===== config.mk =====
export PLATFORM = sky130hd
export DESIGN_NAME = hpack_string_literal_parser
export DESIGN_NICKNAME = d
export VERILOG_FILES = /design/src/hsp_pkg.sv /design/src/hsp_in_reg.sv /design/src/hsp_core.sv /design/src/hsp_out_reg.sv /design/src/hpack_string_literal_parser.sv
export SDC_FILE = /design/constraint.sdc
export NUM_CORES = 1
export LEC_CHECK = 0
export BUFFER_PORTS_ARGS = -buffer_cell sky130_fd_sc_hd__clkbuf_2
export CAP_MARGIN = 20
export CORE_ASPECT_RATIO = 0.7
export CORE_MARGIN = 2
export CORE_UTILIZATION = 30
export DETAILED_ROUTE_END_ITERATION = 12
export GPL_ROUTABILITY_DRIVEN = 0
export SLEW_MARGIN = 20
export SYNTH_ARGS = -nofsm -noshare
export SYNTH_HDL_FRONTEND = slang
export SYNTH_SLANG_ARGS = --single-unit

===== constraint.sdc =====
create_clock -name clk -period 9.9 [get_ports clk]
set_clock_uncertainty 0.05 [all_clocks]
set_input_delay 0.495 -clock clk [delete_from_list [all_inputs] [get_ports clk]]
set_output_delay 0.495 -clock clk [all_outputs]
set_load 0.05 [all_outputs]

===== src/hsp_pkg.sv =====
// ----------------------------------------------------------------------------
// hsp_pkg: shared types and constants for the HPACK string literal parser
// Holds parser phases, error codes, beat and result structs, field constants.
// ----------------------------------------------------------------------------
package hsp_pkg;

  localparam int LENGTH_BITS_DEFAULT = 32;

  localparam logic [6:0] PREFIX_MASK = 7'h7f;
  localparam int         CONT_BIT    = 7;
  localparam logic [6:0] SHIFT_STEP  = 7'd7;
  localparam logic [6:0] SHIFT_SAT   = 7'd63;
  localparam logic [7:0] UPPER_FIRST = 8'h41;
  localparam logic [7:0] UPPER_LAST  = 8'h5a;

  typedef enum logic [1:0] {
    PH_IDLE = 2'd0,
    PH_CONT = 2'd1,
    PH_BODY = 2'd2
  } phase_t;

  typedef enum logic [1:0] {
    ERR_NONE  = 2'd0,
    ERR_TRUNC = 2'd1,
    ERR_UPPER = 2'd2,
    ERR_OVF   = 2'd3
  } err_t;

  typedef struct packed {
    logic [7:0] in_byte;
    logic       key_mode;
    logic       block_end;
  } beat_t;

  typedef struct packed {
    logic [7:0] out_byte;
    logic       data_valid;
    logic       huffman_coded;
    logic       string_done;
    err_t       error_code;
  } res_t;

endpackage


===== src/hsp_in_reg.sv =====
// ----------------------------------------------------------------------------
// hsp_in_reg: input register stage
// Captures one input beat and holds it until the parser consumes it.
// ----------------------------------------------------------------------------
module hsp_in_reg (
  input  logic          clk,
  input  logic          rst,
  input  logic          in_valid,
  output logic          in_ready,
  input  hsp_pkg::beat_t in_beat,
  input  logic          advance,
  output logic          beat_valid,
  output hsp_pkg::beat_t beat
);

  assign in_ready = !beat_valid || advance;

  always_ff @(posedge clk) begin
    if (rst) begin
      beat_valid <= 1'b0;
    end else if (in_ready) begin
      beat_valid <= in_valid;
    end
  end

  // payload needs no reset
  always_ff @(posedge clk) begin
    if (in_valid && in_ready) begin
      beat <= in_beat;
    end
  end

endmodule


===== src/hsp_core.sv =====
// ----------------------------------------------------------------------------
// hsp_core: string literal parse state and per-byte decode logic
// Tracks phase, length accumulation and body count; computes one result per beat.
// ----------------------------------------------------------------------------
module hsp_core #(
  parameter int LENGTH_BITS = hsp_pkg::LENGTH_BITS_DEFAULT
) (
  input  logic                   clk,
  input  logic                   rst,
  input  logic                   step,
  input  hsp_pkg::beat_t         beat,
  output hsp_pkg::res_t          res,
  output logic [LENGTH_BITS-1:0] res_length
);

  localparam int         SUM_BITS    = LENGTH_BITS + 7;
  localparam logic [5:0] SHIFT_LIMIT = 6'(LENGTH_BITS);

  hsp_pkg::phase_t        phase, phase_next;
  logic                   huffman_flag, huffman_flag_next;
  logic                   name_check, name_check_next;
  logic [LENGTH_BITS-1:0] length_acc, length_acc_next;
  logic [5:0]             shift_amount, shift_amount_next;
  logic [LENGTH_BITS-1:0] bytes_left, bytes_left_next;

  logic [6:0]             chunk;
  logic [SUM_BITS-1:0]    sum;
  logic [6:0]             shift_inc;
  logic [LENGTH_BITS-1:0] left_dec;
  logic                   is_upper;

  assign chunk     = beat.in_byte[6:0];
  assign sum       = {7'd0, length_acc} + ({{LENGTH_BITS{1'b0}}, chunk} << shift_amount);
  assign shift_inc = {1'b0, shift_amount} + hsp_pkg::SHIFT_STEP;
  assign left_dec  = bytes_left - {{(LENGTH_BITS-1){1'b0}}, 1'b1};
  assign is_upper  = (beat.in_byte >= hsp_pkg::UPPER_FIRST) &&
                     (beat.in_byte <= hsp_pkg::UPPER_LAST);

  always_ff @(posedge clk) begin
    if (rst) begin
      phase        <= hsp_pkg::PH_IDLE;
      huffman_flag <= 1'b0;
      name_check   <= 1'b0;
      length_acc   <= '0;
      shift_amount <= '0;
      bytes_left   <= '0;
    end else if (step) begin
      phase        <= phase_next;
      huffman_flag <= huffman_flag_next;
      name_check   <= name_check_next;
      length_acc   <= length_acc_next;
      shift_amount <= shift_amount_next;
      bytes_left   <= bytes_left_next;
    end
  end

  always_comb begin
    logic go_idle;
    logic ovf;
    go_idle           = 1'b0;
    ovf               = 1'b0;
    phase_next        = phase;
    huffman_flag_next = huffman_flag;
    name_check_next   = name_check;
    length_acc_next   = length_acc;
    shift_amount_next = shift_amount;
    bytes_left_next   = bytes_left;
    res.out_byte      = 8'd0;
    res.data_valid    = 1'b0;
    res.string_done   = 1'b0;
    res.error_code    = hsp_pkg::ERR_NONE;
    res_length        = '0;

    unique case (phase)
      hsp_pkg::PH_CONT: begin
        if (shift_amount >= SHIFT_LIMIT) begin
          ovf = (chunk != 7'd0);
        end else begin
          ovf = |sum[SUM_BITS-1:LENGTH_BITS];
          if (!ovf) begin
            length_acc_next = sum[LENGTH_BITS-1:0];
          end
        end
        shift_amount_next = (shift_inc > hsp_pkg::SHIFT_SAT) ?
                            hsp_pkg::SHIFT_SAT[5:0] : shift_inc[5:0];
        if (ovf) begin
          res.error_code = hsp_pkg::ERR_OVF;
          go_idle        = 1'b1;
        end else if (!beat.in_byte[hsp_pkg::CONT_BIT]) begin
          res_length      = length_acc_next;
          bytes_left_next = length_acc_next;
          phase_next      = hsp_pkg::PH_BODY;
          if (beat.block_end) begin
            res.error_code = hsp_pkg::ERR_TRUNC;
            go_idle        = 1'b1;
          end
        end else if (beat.block_end) begin
          res.error_code = hsp_pkg::ERR_TRUNC;
          go_idle        = 1'b1;
        end
      end
      hsp_pkg::PH_BODY: begin
        res_length = length_acc;
        if (name_check && !huffman_flag && is_upper) begin
          res.error_code = hsp_pkg::ERR_UPPER;
          go_idle        = 1'b1;
        end else begin
          res.out_byte    = beat.in_byte;
          res.data_valid  = 1'b1;
          bytes_left_next = left_dec;
          if (left_dec == '0) begin
            res.string_done = 1'b1;
            go_idle         = 1'b1;
          end else if (beat.block_end) begin
            res.error_code = hsp_pkg::ERR_TRUNC;
            go_idle        = 1'b1;
          end
        end
      end
      default: begin
        // first byte of a string: flag, name check and length prefix
        huffman_flag_next = beat.in_byte[hsp_pkg::CONT_BIT];
        name_check_next   = beat.key_mode;
        shift_amount_next = '0;
        if (chunk == hsp_pkg::PREFIX_MASK) begin
          length_acc_next = LENGTH_BITS'(hsp_pkg::PREFIX_MASK);
          phase_next      = hsp_pkg::PH_CONT;
          if (beat.block_end) begin
            res.error_code = hsp_pkg::ERR_TRUNC;
            go_idle        = 1'b1;
          end
        end else if (chunk == 7'd0) begin
          res.string_done = 1'b1;
          go_idle         = 1'b1;
        end else begin
          length_acc_next = LENGTH_BITS'(chunk);
          bytes_left_next = LENGTH_BITS'(chunk);
          res_length      = LENGTH_BITS'(chunk);
          phase_next      = hsp_pkg::PH_BODY;
          if (beat.block_end) begin
            res.error_code = hsp_pkg::ERR_TRUNC;
            go_idle        = 1'b1;
          end
        end
      end
    endcase

    if (go_idle) begin
      phase_next        = hsp_pkg::PH_IDLE;
      length_acc_next   = '0;
      shift_amount_next = '0;
      bytes_left_next   = '0;
    end
    res.huffman_coded = huffman_flag_next;
  end

endmodule


===== src/hsp_out_reg.sv =====
// ----------------------------------------------------------------------------
// hsp_out_reg: result register stage
// Holds one result beat until the receiver takes it; frees itself on handoff.
// ----------------------------------------------------------------------------
module hsp_out_reg #(
  parameter int LENGTH_BITS = hsp_pkg::LENGTH_BITS_DEFAULT
) (
  input  logic                   clk,
  input  logic                   rst,
  input  logic                   load_valid,
  input  hsp_pkg::res_t          load_res,
  input  logic [LENGTH_BITS-1:0] load_length,
  output logic                   advance,
  output logic                   out_valid,
  input  logic                   out_ready,
  output hsp_pkg::res_t          res,
  output logic [LENGTH_BITS-1:0] res_length
);

  assign advance = !out_valid || out_ready;

  always_ff @(posedge clk) begin
    if (rst) begin
      out_valid <= 1'b0;
    end else if (advance) begin
      out_valid <= load_valid;
    end
  end

  always_ff @(posedge clk) begin
    if (advance && load_valid) begin
      res        <= load_res;
      res_length <= load_length;
    end
  end

endmodule


===== src/hpack_string_literal_parser.sv =====
// ----------------------------------------------------------------------------
// hpack_string_literal_parser: HPACK string literal parser, one byte per beat
// Parses the Huffman flag and length prefix, then passes body bytes through.
// ----------------------------------------------------------------------------
// Usage:
//   Input channel (in_valid/in_ready) carries one header-block byte per beat
//   with key_mode (sampled on a string's first byte) and block_end.
//   Output channel (out_valid/out_ready) returns exactly one result beat per
//   input beat: body byte with data_valid, huffman_coded, string_done,
//   string_length once the prefix is complete, and error_code.
//   Path: an accepted beat is held in the input register, parsed by the
//   combinational core logic, and loads the result register, where
//   out_valid rises.
//   Throughput: one beat per cycle while out_ready is high; the parse
//   logic sits between the two registers and updates its state once per beat.
//   Stall: when out_ready is low with out_valid high the result register
//   holds; the input register takes one more beat only if it is empty,
//   then in_ready drops until the receiver frees the result register.
//   Reset (rst, synchronous): clears both stage valids and returns the parser
//   to waiting for the first byte of a string.
// ----------------------------------------------------------------------------
module hpack_string_literal_parser #(
  parameter int LENGTH_BITS = hsp_pkg::LENGTH_BITS_DEFAULT
) (
  input  logic                   clk,
  input  logic                   rst,
  input  logic                   in_valid,
  output logic                   in_ready,
  input  logic [7:0]             in_byte,
  input  logic                   key_mode,
  input  logic                   block_end,
  output logic                   out_valid,
  input  logic                   out_ready,
  output logic [7:0]             out_byte,
  output logic                   data_valid,
  output logic                   huffman_coded,
  output logic                   string_done,
  output logic [LENGTH_BITS-1:0] string_length,
  output logic [1:0]             error_code
);

  hsp_pkg::beat_t         in_beat;
  hsp_pkg::beat_t         beat;
  logic                   beat_valid;
  logic                   advance;
  hsp_pkg::res_t          core_res;
  logic [LENGTH_BITS-1:0] core_length;
  hsp_pkg::res_t          res;

  assign in_beat.in_byte   = in_byte;
  assign in_beat.key_mode  = key_mode;
  assign in_beat.block_end = block_end;

  hsp_in_reg u_in_reg (
    .clk        (clk),
    .rst        (rst),
    .in_valid   (in_valid),
    .in_ready   (in_ready),
    .in_beat    (in_beat),
    .advance    (advance),
    .beat_valid (beat_valid),
    .beat       (beat)
  );

  hsp_core #(
    .LENGTH_BITS (LENGTH_BITS)
  ) u_core (
    .clk        (clk),
    .rst        (rst),
    .step       (beat_valid && advance),
    .beat       (beat),
    .res        (core_res),
    .res_length (core_length)
  );

  hsp_out_reg #(
    .LENGTH_BITS (LENGTH_BITS)
  ) u_out_reg (
    .clk         (clk),
    .rst         (rst),
    .load_valid  (beat_valid),
    .load_res    (core_res),
    .load_length (core_length),
    .advance     (advance),
    .out_valid   (out_valid),
    .out_ready   (out_ready),
    .res         (res),
    .res_length  (string_length)
  );

  assign out_byte      = res.out_byte;
  assign data_valid    = res.data_valid;
  assign huffman_coded = res.huffman_coded;
  assign string_done   = res.string_done;
  assign error_code    = res.error_code;

endmodule

# --- Word-level counts from Yosys, hierarchy flattened ---
# Index checks and enable logic that the tools add are counted.
op_classes:
  n_reduce_logical: 21
  muxes: 49
  n_shift: 1
  order_cmp: 4
  eq_ne: 10
  bitwise_logic: 2
  n_addsub: 3
op_table:
  columns: ["cell", "count"]
  rows:
  - ["32-bit two-way mux", 13]
  - ["32-bit case mux with 2 select lines", 3]
  - ["32-bit by 39-bit adder with 39-bit output", 1]
  - ["7-bit by 6-bit left shift with 39-bit output", 1]
  - ["32-bit zero test", 1]
  - ["32-bit by 1-bit subtractor with 32-bit output, second input constant", 1]
  - ["2-bit two-way mux", 10]
  - ["1-bit two-way mux", 15]
  - ["6-bit two-way mux", 2]
  - ["6-bit case mux with 2 select lines", 1]
  - ["8-bit by 7-bit >= comparator with 1-bit output, second input constant", 1]
  - ["8-bit by 7-bit <= comparator with 1-bit output, second input constant", 1]
  - ["4-bit != test, second input constant", 2]
  - ["2-bit case mux with 2 select lines", 2]
  - ["6-bit by 3-bit adder with 7-bit output, second input constant", 1]
  - ["7-bit == test, second input constant", 1]
  - ["7-bit by 6-bit greater-than comparator with 1-bit output, second input constant", 1]
  - ["7-bit zero test", 1]
  - ["7-bit two-way mux", 1]
  - ["7-bit nonzero test", 1]
  - ["7-bit OR reduction", 1]
  - ["6-bit >= comparator, second input constant", 1]
  - ["3-bit != test, second input constant", 2]
  - ["6-bit AND reduction", 1]
  - ["other kinds (14)", 25]
totals:
  regBits: 131
  output_inout_bits: 47
  elab_cells: 107
  in_bits: 14

# --- Logic depth before layout (Yosys ltp) ---
depth:
  ltp_word: 9
  mapped_depth: 25
  ltp_nobuf: 19

# --- Hierarchy ---
# From an unflattened synthesis, not the netlist that was laid out.
unflattened:
  cells_unflattened: 1177
  area_unflattened_um2: 9828.2
modules_own_cells:
  columns: ["module", "seq_area_each_um2", "area_each_um2", "cells_per_inst", "n_inst"]
  rows:
  - ["hsp_core", 1481.4, 8060.2, 1111, 1]
  - ["hsp_out_reg", 1371.3, 1406.3, 50, 1]
  - ["hsp_in_reg", 320.3, 355.3, 15, 1]
  - ["hpack_string_literal_parser", 0.0, 6.3, 1, 1]

# --- Worst setup path before layout ---
# Ideal clock, no wire load.
synth_timing:
  path_type: "reg2reg"
  from: "register, netlist name u_in_reg.beat[4]"
  to: "register u_out_reg.res_length[16] (data pin)"
  period_less_slack_ns: 5.012
  arrival_ns: 4.823
  setup_time_ns: 0.140
  n_path_buf: 4
  stages_incl_launch_ff: 23
  t_required_ns: 9.710
  slack_ns: 4.888
  path_cell_list: "edfxtp_1 > clkbuf_1 > mux2_4 > mux2_2 > and2_4 > a21oi_1 > nor2_1 > ha_1 > a21o_1 > a311oi_1 > nor3_1 > nor3_1 > a21oi_1 > o21ai_0 > mux2i_1 > a211o_1 > buf_6 > clkbuf_1 > clkbuf_1 > nand2_1 > a21oi_1 > a22oi_1 > nor2_1"
synth_between:
  elab_chain_len: 8
  elab_cells_between_ends: 11
  cone_classes: "add/sub (1); shift (1); mux (7); reduce/logical (2)"
synth_lines:
  columns: ["element", "line_no", "source"]
  rows:
  - ["7-bit by 6-bit left shift with 39-bit output", "hsp_core.sv:33", "assign sum = {7'd0, length_acc} + ({{LENGTH_BITS{1'b0}}, chunk} << shift_amount);"]
  - ["32-bit by 39-bit adder with 39-bit output", "hsp_core.sv:33", null]
  - ["7-bit OR reduction", "hsp_core.sv:79", "ovf = |sum[SUM_BITS-1:LENGTH_BITS];"]
  - ["32-bit two-way mux", "hsp_core.sv:80", "if (!ovf) begin"]
  - ["32-bit two-way mux", "hsp_core.sv:76", "if (shift_amount >= SHIFT_LIMIT) begin"]
  - ["32-bit two-way mux", "hsp_core.sv:89", "end else if (!beat.in_byte[hsp_pkg::CONT_BIT]) begin"]
  - ["32-bit two-way mux (*)", "hsp_core.sv:86", "if (ovf) begin"]
  - ["32-bit case mux with 2 select lines (*)", "hsp_core.sv:74", "unique case (phase)"]
  - ["via core_length[16]", "hpack_string_literal_parser.sv:47", "logic [LENGTH_BITS-1:0] core_length;"]
  - ["end signal, assigned", "hsp_out_reg.sv:33", "res_length <= load_length;"]
  - ["end, declared", "hsp_out_reg.sv:17", "output logic [LENGTH_BITS-1:0] res_length"]
# The timed path passes the listed nets; every way through them passes the cells marked *. The select of a mux whose other input is x is not followed.
# A chain may end at the register's enable or synchronous reset.

# --- Worst setup path after layout ---
layout_timing:
  from: "register u_core.shift_amount[2]"
  to: "register u_core.phase[0]"
layout_between:
  elab_chain_len: 9
  elab_cells_between_ends: 14
  cone_classes: "add/sub (1); order compare (1); eq/ne (4); shift (1); mux (5); reduce/logical (2)"
layout_lines:
  columns: ["element", "line_no", "source"]
  rows:
  - ["start, declared", "hsp_core.sv:23", "logic [5:0] shift_amount, shift_amount_next;"]
  - ["start signal, assigned", "hsp_core.sv:52", "shift_amount <= shift_amount_next;"]
  - ["7-bit by 6-bit left shift with 39-bit output", "hsp_core.sv:33", null]
  - ["32-bit by 39-bit adder with 39-bit output", "hsp_core.sv:33", null]
  - ["7-bit OR reduction", "hsp_core.sv:79", null]
  - ["1-bit two-way mux (*)", "hsp_core.sv:76", null]
  - ["1-bit two-way mux (*)", "hsp_core.sv:74", null]
  - ["1-bit two-way mux", "hsp_core.sv:86", null]
  - ["1-bit case mux with 2 select lines", "hsp_core.sv:74", null]
  - ["4-bit by 3-bit != test with 1-bit output (no source line) (tied with other cells)", null, null]
  - ["5-bit AND reduction (no source line)", null, null]
  - ["end signal, assigned", "hsp_core.sv:41", "phase <= hsp_pkg::PH_IDLE;"]
  - ["end signal, assigned", "hsp_core.sv:48", "phase <= phase_next;"]
  - ["end, declared", "hsp_core.sv:19", "hsp_pkg::phase_t phase, phase_next;"]
# Every way passes the cells marked *; elsewhere a longest branch is shown, timed or not. The select of a mux whose other input is x is not followed.

==> impl_metrics.toml <==
[power_and_ir_drop]
p_int_mw = 1.04
powerDensity_nw_per_um2 = 140
vdd_drop_max_uv = 128
combPwrFrac_pct = 16.9
leakage_nw = 4.10
p_seq_share_pct = 39.0
switching_share_pct = 32.2
p_clk_share_pct = 44.1
netSwitchingPower_mw = 0.496

[clock_tree]
cts_htree_levels = 4
cts_tree = "yes"
cts_resized = 0
cts_hold_buf = 0
post_cts_buffers = 0
clockBufferDepth = 2
clkLatencyLatePin_ns = 0.44
numCtsBuffers = 17
clockRootBuffer = "clkbuf_16"
clk_pin_slew_ns = 0.07
clock_sinks = 131

[timing]
max_slew_margin_pct = 32.3
fmax_mhz = 154
fin_crit_ns = 6.49
tns_ns = 0
rsz0062_at_grt = "no"
slew_violations = 0
finalCritPeriodShare_pct = 65.6
worstMarginPinSlew_ns = 1.02
finalHoldViolations = 0
finalSetupViolCount = 0

[synthesis]
yosysUniqueCellTypes = 87
synth_area_um2 = 9830
synth_cells = 1244
yosys.area_share.adder_pct = 5.04
yosysTopAreaCellShare_pct = 16.8
synth-seq-cells = 131
synth_xor_area_share_pct = 3.38
yosysTopAreaCell = "edfxtp_1"
synth_mux_area_share_pct = 3.05
synth_top_family_by_area = "compound AO/OA/AOI/OAI gates"
yosys.area_share.simple_pct = 24.0
ys_top_cells_by_area = "edfxtp_1, dfxtp_1, nand2_1, a21oi_1, nor2_1"
synth_area_per_cell_um2 = 7.91
synthArstFlopShare_pct = 0
synth-warning-count = 0
synth_edf_count = 55
synthesis.nets = 1297
synthFlopType = "dfxtp_1"
ys_seq_area_share_pct = 32.3
synth_compound_area_share_pct = 26.6

[worst_setup_path]
worst-path-buf-inv = 2
r2r-end = "u_core.phase[0]"
crit_chain = "mux2_2 > a22oi_1 > o22ai_1 > mux2i_1 > nor2_1 > ha_1 > nand4_1 > or3_1 > a211oi_1 > nor3_1 > a21oi_1 > nor2_1 > o32a_1 > a211o_1 > buf_4 > o21ai_1 > inv_1 > o21ai_2 > mux2_2"
start_kind = "register"
required_ns = 10.18
reg2regPathDepth = 19
critical_path_arrival_ns = 6.77
slowest_delay_ns = 0.78
path_class = "register to register"
r2r_slack_ns = 3.41
crit_fanout = 34
r2r-start = "u_core.shift_amount[2]"
worstSetupEndpointType = "register"
slowest_stage = "dfxtp_1"
critPathTopFamily = "compound AO/OA/AOI/OAI gates"

[route]
dr_total_vias = 9802
wl_per_cell_um = 19.3
routed_wl_mm = 32.6
avgViaCountPerCell = 5.81
drc = 0
ant_nets = 0
first_pass_iters = 6
drtIter0Drc = 1525

[min_path]
hp-start = "in_byte[7]"
min_path_cells = 1
min_path_type = "input port to register"
min_to = "u_in_reg.beat[9]"

[global_route]
first_global_vias = 8835
grt_pass1_wl_mm = 50.4
grt-ovfl-total = 0
grt_max_degree = 63
grt_usage_pct = 19.0
antenna_found_initial = 0

[finish]
fin_util_pct = 34.0
fillCellCount = 3316
drive_above_1_share_pct = 11.3
diodes = 0
areaGrowthSynthToFinish_pct = 11.7
nets = 1301

[floorplan]
die_w_um = 220
core_um2 = 32300
initial_utilization_pct = 30.5
row_count = 55
dieArea_um2 = 34300
ios = 61
die_y_um = 155

[place]
dp_hpwl_mm = 23.8
port_buffers = 60

[run_status]
status = "complete, no violations"

[job]
drv_cap = 0
-- worst register-to-register path: cells and delay by family, from the launching register on --
family	cells	cell delay (ns)
AOI/OAI and AO/OA	8	2.70
muxes	3	1.06
and+or+nand+nor	5	0.96
DFF	1	0.78
adders and majority gates	1	0.44
buffers and inverters	2	0.40
-- placed cells by master, fill, tap and decap left out, types with 8 or more instances in the layout --
cell type | synthesis | routed
nand2_1 | 168 | 168
nor2_1 | 135 | 135
a21oi_1 | 112 | 112
dfxtp_1 | 76 | 76
clkbuf_2 | 0 | 60
edfxtp_1 | 55 | 55
o21ai_0 | 44 | 44
inv_1 | 40 | 39
ha_1 | 38 | 37
nor3_1 | 35 | 35
nand3_1 | 30 | 30
a22oi_1 | 30 | 30
xnor2_1 | 30 | 30
a22o_1 | 26 | 26
a31oi_1 | 23 | 23
o22ai_1 | 21 | 21
nand2b_1 | 19 | 19
clkbuf_16 | 0 | 17
a21o_1 | 16 | 16
nor2b_1 | 15 | 15
mux2i_1 | 15 | 15
nand4_1 | 14 | 14
and2_1 | 13 | 13
nor4_1 | 12 | 12
or3_1 | 11 | 11
mux2_2 | 10 | 10
o211ai_1 | 10 | 10
a32oi_1 | 8 | 8
o21a_1 | 9 | 8
xor2_1 | 8 | 8
a32o_1 | 8 | 8
-- state kept, by name, indices dropped and copies added (netlist names) --
name and count:
u_core.name_check 1, u_core.length_acc 32, u_core.phase 2, u_core.shift_amount 6, u_in_reg.beat 10, u_out_reg.out_valid 1, u_in_reg.beat_valid 1, u_out_reg.res 13
u_core.huffman_flag 1, u_core.bytes_left 32, u_out_reg.res_length 32
-- power groups by stage --
stage	clock, mW	sequential (mW)	combinational, mW
after floorplan	0	0.626	0.173
after CTS	0.684	0.599	0.254
after global routing	0.707	0.602	0.282
after detailed placement	0	0.611	0.253
final	0.678	0.600	0.260
after global placement	0	0.611	0.253
-- kinds of logic after synthesis --
kind of cell,Yosys count
AO/OA/AOI/OAI,387
XOR/XNOR,38
adder cells (fa/ha/maj),39
buffers and inverters,127
flip-flops,131
multiplexers,27
AND/OR/NAND/NOR,495
-- how the worst max path moves through the flow --
stage | from | endpoint | slack, ns | depth (start not counted)
2_1_floorplan | u_in_reg.beat[4] | u_out_reg.res_length[16] | 4.89 | 22
3_3_place_gp | u_core.shift_amount[2] | u_core.length_acc[31] | 3.53 | 19
3_5_place_dp | u_core.shift_amount[2] | u_core.length_acc[31] | 3.42 | 19
4_1_cts | u_core.shift_amount[2] | u_core.length_acc[31] | 3.39 | 19
5_1_grt | u_core.shift_amount[0] | u_core.bytes_left[22] | 2.93 | 19
6_report | u_core.shift_amount[2] | u_core.phase[0] | 3.41 | 19
-- cell type report --
type	count	area, µm²	area share (%)
Clock inverter	15	188	1.71
Inverter	44	166	1.52
Tap cell	427	534	4.87
Multi-Input combinational cell	986	6130	55.8
Timing Repair Buffer	68	368	3.35
Sequential cell	131	3170	28.9
Clock buffer	17	425	3.87
-- synthesized netlist by cell type, types with 8 or more instances --
cell type / count
a21o_1: 16
a21oi_1: 112
a22o_1: 26
a22oi_1: 30
a31oi_1: 23
a32o_1: 8
a32oi_1: 8
and2_1: 13
buf_2: 16
clkbuf_1: 54
dfxtp_1: 76
edfxtp_1: 55
ha_1: 38
inv_1: 40
mux2_2: 10
mux2i_1: 15
nand2_1: 168
nand2b_1: 19
nand3_1: 30
nand4_1: 14
nor2_1: 135
nor2b_1: 15
nor3_1: 35
nor4_1: 12
o211ai_1: 10
o21a_1: 9
o21ai_0: 44
o22ai_1: 21
or3_1: 11
xnor2_1: 30
xor2_1: 8
-- routing by layer --
layer / share of wire [%] / track usage [%] / up-vias / routed length [µm]
met2: 42 / 26.9 / 504 / 13800
met5: 0 / 0 / - / 0
met4: 1.5 / 4.51 / 0 / 490
li1: - / - / 4594 / -
met1: 46 / 28.4 / 4654 / 15100
met3: 10 / 4.65 / 50 / 3270
-- per-stage QoR --
| step | setup slack (ns) | instances | power (mW) | hold slack (ns) | instance area [µm²] |
|---|---|---|---|---|---|
| floorplan | 4.89 | 1244 | 0.799 | 0.387 | 9830 |
| global placement | 3.53 | 1655 | 0.864 | 0.399 | 10300 |
| detailed placement | 3.42 | 1655 | 0.864 | 0.404 | 10300 |
| CTS | 3.39 | 1687 | 1.54 | 0.168 | 11000 |
| global route | 2.93 | 1688 | 1.59 | 0.166 | 11000 |
| finish | 3.41 | 1688 | 1.54 | 0.181 | 11000 |
No activity file was read; power rests on OpenSTA's default activity.
